## src/sv/stbs_pkg.sv

```systemverilog
`default_nettype none
package stbs_pkg;

	localparam int DATA_W = 32;
	localparam int IDX_W  = 10;
	localparam int CNT_W  = 11;
	localparam int POS_W  = 10;

	// kind field codes
	localparam logic KIND_WRITE  = 1'b0;
	localparam logic KIND_SEARCH = 1'b1;

	typedef enum logic {
		OP_WRITE,
		OP_SEARCH
	} op_t;

	// one queued command: table write or key search
	typedef struct packed {
		op_t                       op;
		logic [IDX_W-1:0]          addr;
		logic signed [DATA_W-1:0]  data;
	} cmd_t;

	// one result beat
	typedef struct packed {
		logic             done;
		logic             found;
		logic [POS_W-1:0] position;
	} res_t;

	typedef enum logic [1:0] {
		ST_IDLE,
		ST_PROBE,
		ST_CMP
	} state_t;

endpackage
`default_nettype wire

```

## src/sv/stbs_front.sv

```systemverilog
`default_nettype none
module stbs_front #(
	parameter int TABLE_DEPTH = 1024
) (
	input  wire logic                              clk,
	input  wire logic                              arst_n,
	input  wire logic                              start,
	output      logic                              busy,
	input  wire logic                              kind,
	input  wire logic [stbs_pkg::IDX_W-1:0]        entry_index,
	input  wire logic signed [stbs_pkg::DATA_W-1:0] entry_value,
	input  wire logic signed [stbs_pkg::DATA_W-1:0] search_key,
	output      logic                              cmd_valid,
	output      stbs_pkg::cmd_t                    cmd,
	input  wire logic                              cmd_pop
);
	import stbs_pkg::*;

	cmd_t       slot_q [2];
	logic       wr_ptr_q;
	logic       rd_ptr_q;
	logic [1:0] fill_q;
	logic       accept;
	logic       push;
	logic       pop;
	cmd_t       new_cmd;
	logic       keep;

	// classify: searches always go on, writes past the table are dropped
	always_comb begin
		new_cmd = '0;
		keep    = 1'b0;
		if (kind == KIND_SEARCH) begin
			new_cmd.op   = OP_SEARCH;
			new_cmd.data = search_key;
			keep         = 1'b1;
		end else begin
			new_cmd.op   = OP_WRITE;
			new_cmd.addr = entry_index;
			new_cmd.data = entry_value;
			keep         = (32'(entry_index) < TABLE_DEPTH);
		end
	end

	assign busy      = (fill_q == 2'd2);
	assign accept    = start && !busy;
	assign push      = accept && keep;
	assign cmd_valid = (fill_q != 2'd0);
	assign pop       = cmd_pop && cmd_valid;
	assign cmd       = slot_q[rd_ptr_q];

	// two-entry queue storage
	always_ff @(posedge clk) begin
		if (push)
			slot_q[wr_ptr_q] <= new_cmd;
	end

	// queue pointers and fill
	always_ff @(posedge clk or negedge arst_n) begin
		if (!arst_n) begin
			wr_ptr_q <= 1'b0;
			rd_ptr_q <= 1'b0;
			fill_q   <= 2'd0;
		end else begin
			if (push)
				wr_ptr_q <= ~wr_ptr_q;
			if (pop)
				rd_ptr_q <= ~rd_ptr_q;
			if (push && !pop)
				fill_q <= fill_q + 2'd1;
			else if (pop && !push)
				fill_q <= fill_q - 2'd1;
		end
	end

endmodule
`default_nettype wire

```

## config.mk

```make
export PLATFORM = sky130hd
export DESIGN_NAME = stbs_front
export DESIGN_NICKNAME = d
export VERILOG_FILES = /design/src/sv/stbs_pkg.sv /design/src/sv/stbs_front.sv
export SDC_FILE = /design/constraint.sdc
export NUM_CORES = 1
export LEC_CHECK = 0
export ABC_AREA = 0
export BUFFER_PORTS_ARGS = -buffer_cell sky130_fd_sc_hd__buf_2
export CORE_UTILIZATION = 29
export DETAILED_ROUTE_END_ITERATION = 16
export REMOVE_ABC_BUFFERS = 1
export SLEW_MARGIN = 40
export SYNTH_ARGS = -nofsm -noshare
export SYNTH_HDL_FRONTEND = slang
export SYNTH_SLANG_ARGS = --single-unit
```

## constraint.sdc

```tcl
create_clock -name clk -period 3 [get_ports clk]
set_input_delay 0.45 -clock clk [delete_from_list [all_inputs] [get_ports clk]]
set_output_delay 0.45 -clock clk [all_outputs]
set_load 0.03 [all_outputs]
```

After elaboration in Yosys (flattened, before gate mapping)
Memory sizes are Yosys's and may differ from the RTL's.
Cells that the tools add are included.
{"block": "totals", "reg_bits": 4, "ram_bits": 86, "in_bits": 79, "out_inout_bits": 45, "elab_cells": 25, "n_memories": 1}
{"block": "op_classes", "addsub": 2, "eq_ne": 1, "mux": 7, "n_bitwise": 2, "n_reduce_logical": 9}
{"memory": "slot_q", "depth": 2, "word_bits": 43, "rd": 1, "rd_ports_with_merged_regs": 0, "wr": 1, "line": "stbs_front.sv:19", "rtl": "cmd_t slot_q [2];"}
{"cell": "$mux W32", "count": 1}
{"cell": "$mux W10", "count": 1}
{"cell": "$logic_and A1 B1 Y1", "count": 4}
{"cell": "$mux W2", "count": 2}
{"cell": "$reduce_bool A2 Y1", "count": 2}
{"cell": "$logic_not A1 Y1", "count": 3}
{"cell": "$mux W1", "count": 3}
{"cell": "$add A2 B1 Y2 const B", "count": 1}
{"cell": "$eq A2 B2 Y1 const B", "count": 1}
{"cell": "$not A1 Y1", "count": 2}
{"cell": "$sub A2 B1 Y2 const B", "count": 1}

Longest topological paths before layout
{"block": "logic_depth", "ltp_word": 7, "mapped_depth": 7, "ltp_nobuf": 7}

Worst setup path after synthesis
OpenSTA, ideal clock, no wires.
{"block": "synth_timing", "kind": "reg-to-reg", "start": "reg fill_q[0]", "end": "mem slot_q[0][0] (netlist name), enable pin", "setup_time_ns": 0.443, "arrival_ns": 2.432, "required_time_ns": 2.557, "slack_ns": 0.125, "stages_incl_launch_ff": 4, "path_buffers": 0, "period_less_slack_ns": 2.875, "path_cell_list": "dfrtp_1 nand2b_1 nand2_1 nor2_1"}
{"block": "synth_via", "elab_chain_len": 5}
{"item": "start: declaration", "line": "stbs_front.sv:22", "rtl": "logic [1:0] fill_q;"}
{"item": "start signal: assignment", "line": "stbs_front.sv:70", "rtl": "fill_q <= fill_q + 2'd1;"}
{"item": "start signal: assignment", "line": "stbs_front.sv:72", "rtl": "fill_q <= fill_q - 2'd1;"}
{"item": "$eq A2 B2 Y1", "line": "stbs_front.sv:45", "rtl": "assign busy = (fill_q == 2'd2);"}
{"item": "$logic_not A1 Y1", "line": "stbs_front.sv:46", "rtl": "assign accept = start && !busy;"}
{"item": "$logic_and A1 B1 Y1", "line": "stbs_front.sv:46"}
{"item": "$mux W1", "line": "stbs_front.sv:54", "rtl": "if (push)"}
{"item": "$mux W1 (not written as such)", "line": "stbs_front.sv:55", "rtl": "slot_q[wr_ptr_q] <= new_cmd;"}
{"item": "end: declaration", "line": "stbs_front.sv:19"}
No other way between the ends.

==> impl_metrics.toml <==
[outcome]
status = "finished clean"

[layout]
area_delta_synth_final_pct = 25.7
num_antenna_cells = 0
final_common_cell = "buf_2"
layout.nets = 411
layoutNonFillerInstCount = 514
layout_common_cells = "buf_2 (123), edfxtp_1 (86), mux2_4 (69), nor2b_1 (10), clkbuf_16 (9)"
drive_above_1_share_pct = 65.9

[floorplanning]
rows = 43
io_pins = 124
die_h_microns = 121
die_w_microns = 121
coreArea_sq_mm = 0.0138
dieArea_sq_mm = 0.0146
initial_utilization_pct = 29.6

[min_path]
worstHoldPathCells = 3
min-delay-start = "cmd_pop"
hold_class = "in -> reg"

[timing]
post-route-period-util_pct = 70.6
finalCriticalPeriod_ns = 2.12
fmax_mhz = 472
finalSetupViolations = 0
setup_tns_ns = 0
hold_viol_final = 0
tightest_slew_ns = 0.566
skew_ns = 0.00519
rsz0062_at_grt = "no"
drv_slew = 0
relSlewSlack_pct = 62.3

[detailed_routing]
drc = 0
wl_per_cell_microns = 13.9
drtIter0Drc = 129
vias = 2117
via_per_inst = 4.12
wl_microns = 7130
dr.pass1.iters = 4
ant_nets = 0

[setup_path]
crit_required_ns = 2.55
setup.worst_path.start_class = "register"
rr_worst_depth = 3
rr_startpoint = "fill_q[0]"
startpoint = "rd_ptr_q"
cp-end-kind = "output pin"
crit_fanout = 24
crit_type = "reg -> out"
crit_arrival_ns = 1.67

[global_routing]
first_global_vias = 2111
grt_overflow = 0
antenna_found_initial = 0
track_usage_pct = 10.2
grt_start_max_net_pins = 28
grt_pass1_wl_microns = 10800

[logic_synthesis]
ys_ff_latch = 90
ys_seq_area_share_pct = 65.6
syn_inst = 200
ys_types = 18
ys_warn_count = 0
netlist_area_sq_mm = 0.00409
avgSynthCellArea_sq_um = 20.5

[place]
gp_congestion = 0.677
place_inst = 499
hpwl_microns = 4950
port_buffers = 123

[clock_tree]
clk_path_buf_depth = 2
clk_latency_ns = 0.33
numCtsBuffers = 9
clk_pin_slew_ns = 0.06
cts_max_level = 3
cts_tree = "yes"
cts_resized = 0
clkSinkCount = 90
root_buffer = "clkbuf_16"

[flow_run]
cap_violations = 0

[power_and_ir_drop]
power.leakage_uw = 0.00218
power_density_mw_per_mm2 = 935
peakVddDrop_mv = 0.362
-- area by class of cell --
class                      instances  area (sq um)
clock inverter                     5          47.5
timing repair buffer             130           683
clock buffer                       9           225
inverter                           2          7.51
sequential                        90          2680
multi-input combinational         98          1270
fill                            1330          8690
tap                              180           225
-- power breakdown --
part,internal (uW),switching [uW],leakage (uW)
Clock,626,415,0.000136
Combinational,786,1160,0.00119
Sequential,1740,78.8,0.000849
-- registers in the layout, indices dropped and copies added, names as in the netlist --
register  cells
slot_q       86
fill_q        2
rd_ptr_q      1
wr_ptr_q      1
-- path summary, 6_finish.rpt --
kind / slack (ns) / end
hold reg to reg: 0.49 / fill_q[1]
min in group asynchronous: 0.45 / fill_q[1]
setup reg to reg: 1.13 / slot_q[1][10]
setup / recovery: 0.88 / cmd[1]
max in group asynchronous: 2.41 / rd_ptr_q
hold / removal: 0.38 / rd_ptr_q
-- metrics by stage --
| stage | hold slack, ns | cell area, sq um | setup WS [ns] | utilization (%) | total power [uW] |
|---|---|---|---|---|---|
| floorplan | 0.154 | 3950 | 0.125 | - | 3330 |
| global placement | 0.260 | 4860 | 1.12 | 35.1 | 3810 |
| detailed placement | 0.264 | 4860 | 1.06 | 35.1 | 3840 |
| CTS | 0.368 | 5140 | 0.832 | 37.2 | 4890 |
| global route | 0.386 | 5140 | 0.799 | 37.2 | 5050 |
| finish | 0.380 | 5140 | 0.882 | 37.2 | 4810 |
-- timing repair --
item,CTS,global route
hold endpoints to repair,4,0
hold buffers,1,0
setup buffers,0,0
-- logic make-up (layout without fill, tap and decap cells) --
group | Yosys count | in the layout | synth area share (%)
xor gates and xnor gates | 5 | 5 | 1.07
and+or+nand+nor | 17 | 17 | 2.42
DFF | 90 | 90 | 65.6
adders and majority gates | 1 | 1 | 0.306
muxes | 75 | 75 | 27.0
buffers and inverters | 12 | 146 | 3.64
-- Yosys cell counts --
master / number / area [sq um]
edfxtp_1: 86 / 2580
mux2_4: 69 / 1040
nor2b_1: 10 / 62.6
mux2_2: 6 / 67.6
buf_6: 5 / 56.3
buf_12: 4 / 80.1
dfrtp_1: 4 / 100
xnor2_1: 3 / 26.3
inv_1: 2 / 7.51
nor2_1: 2 / 7.51
xor2_1: 2 / 17.5
and3_1: 1 / 6.26
buf_2: 1 / 5.00
ha_1: 1 / 12.5
nand2_1: 1 / 3.75
nand2_2: 1 / 6.26
nand2b_1: 1 / 6.26
or2_1: 1 / 6.26
-- critical path, cell delays in order (launching register included) --
cell and delay (ns):
dfrtp_2 0.35, buf_4 0.40, mux2_2 0.40, buf_2 0.18
-- metal layers --
layer	track usage, %	routed length [microns]	vias to the layer above	share of wire (%)
met5	0	0	-	0
met4	4.17	105	0	1.5
met3	3.16	489	8	6.9
met2	17.3	3530	78	49
met1	11.9	3010	1011	42
li1	-	-	1020	-
No activity file was read; power rests on OpenSTA's default activity.
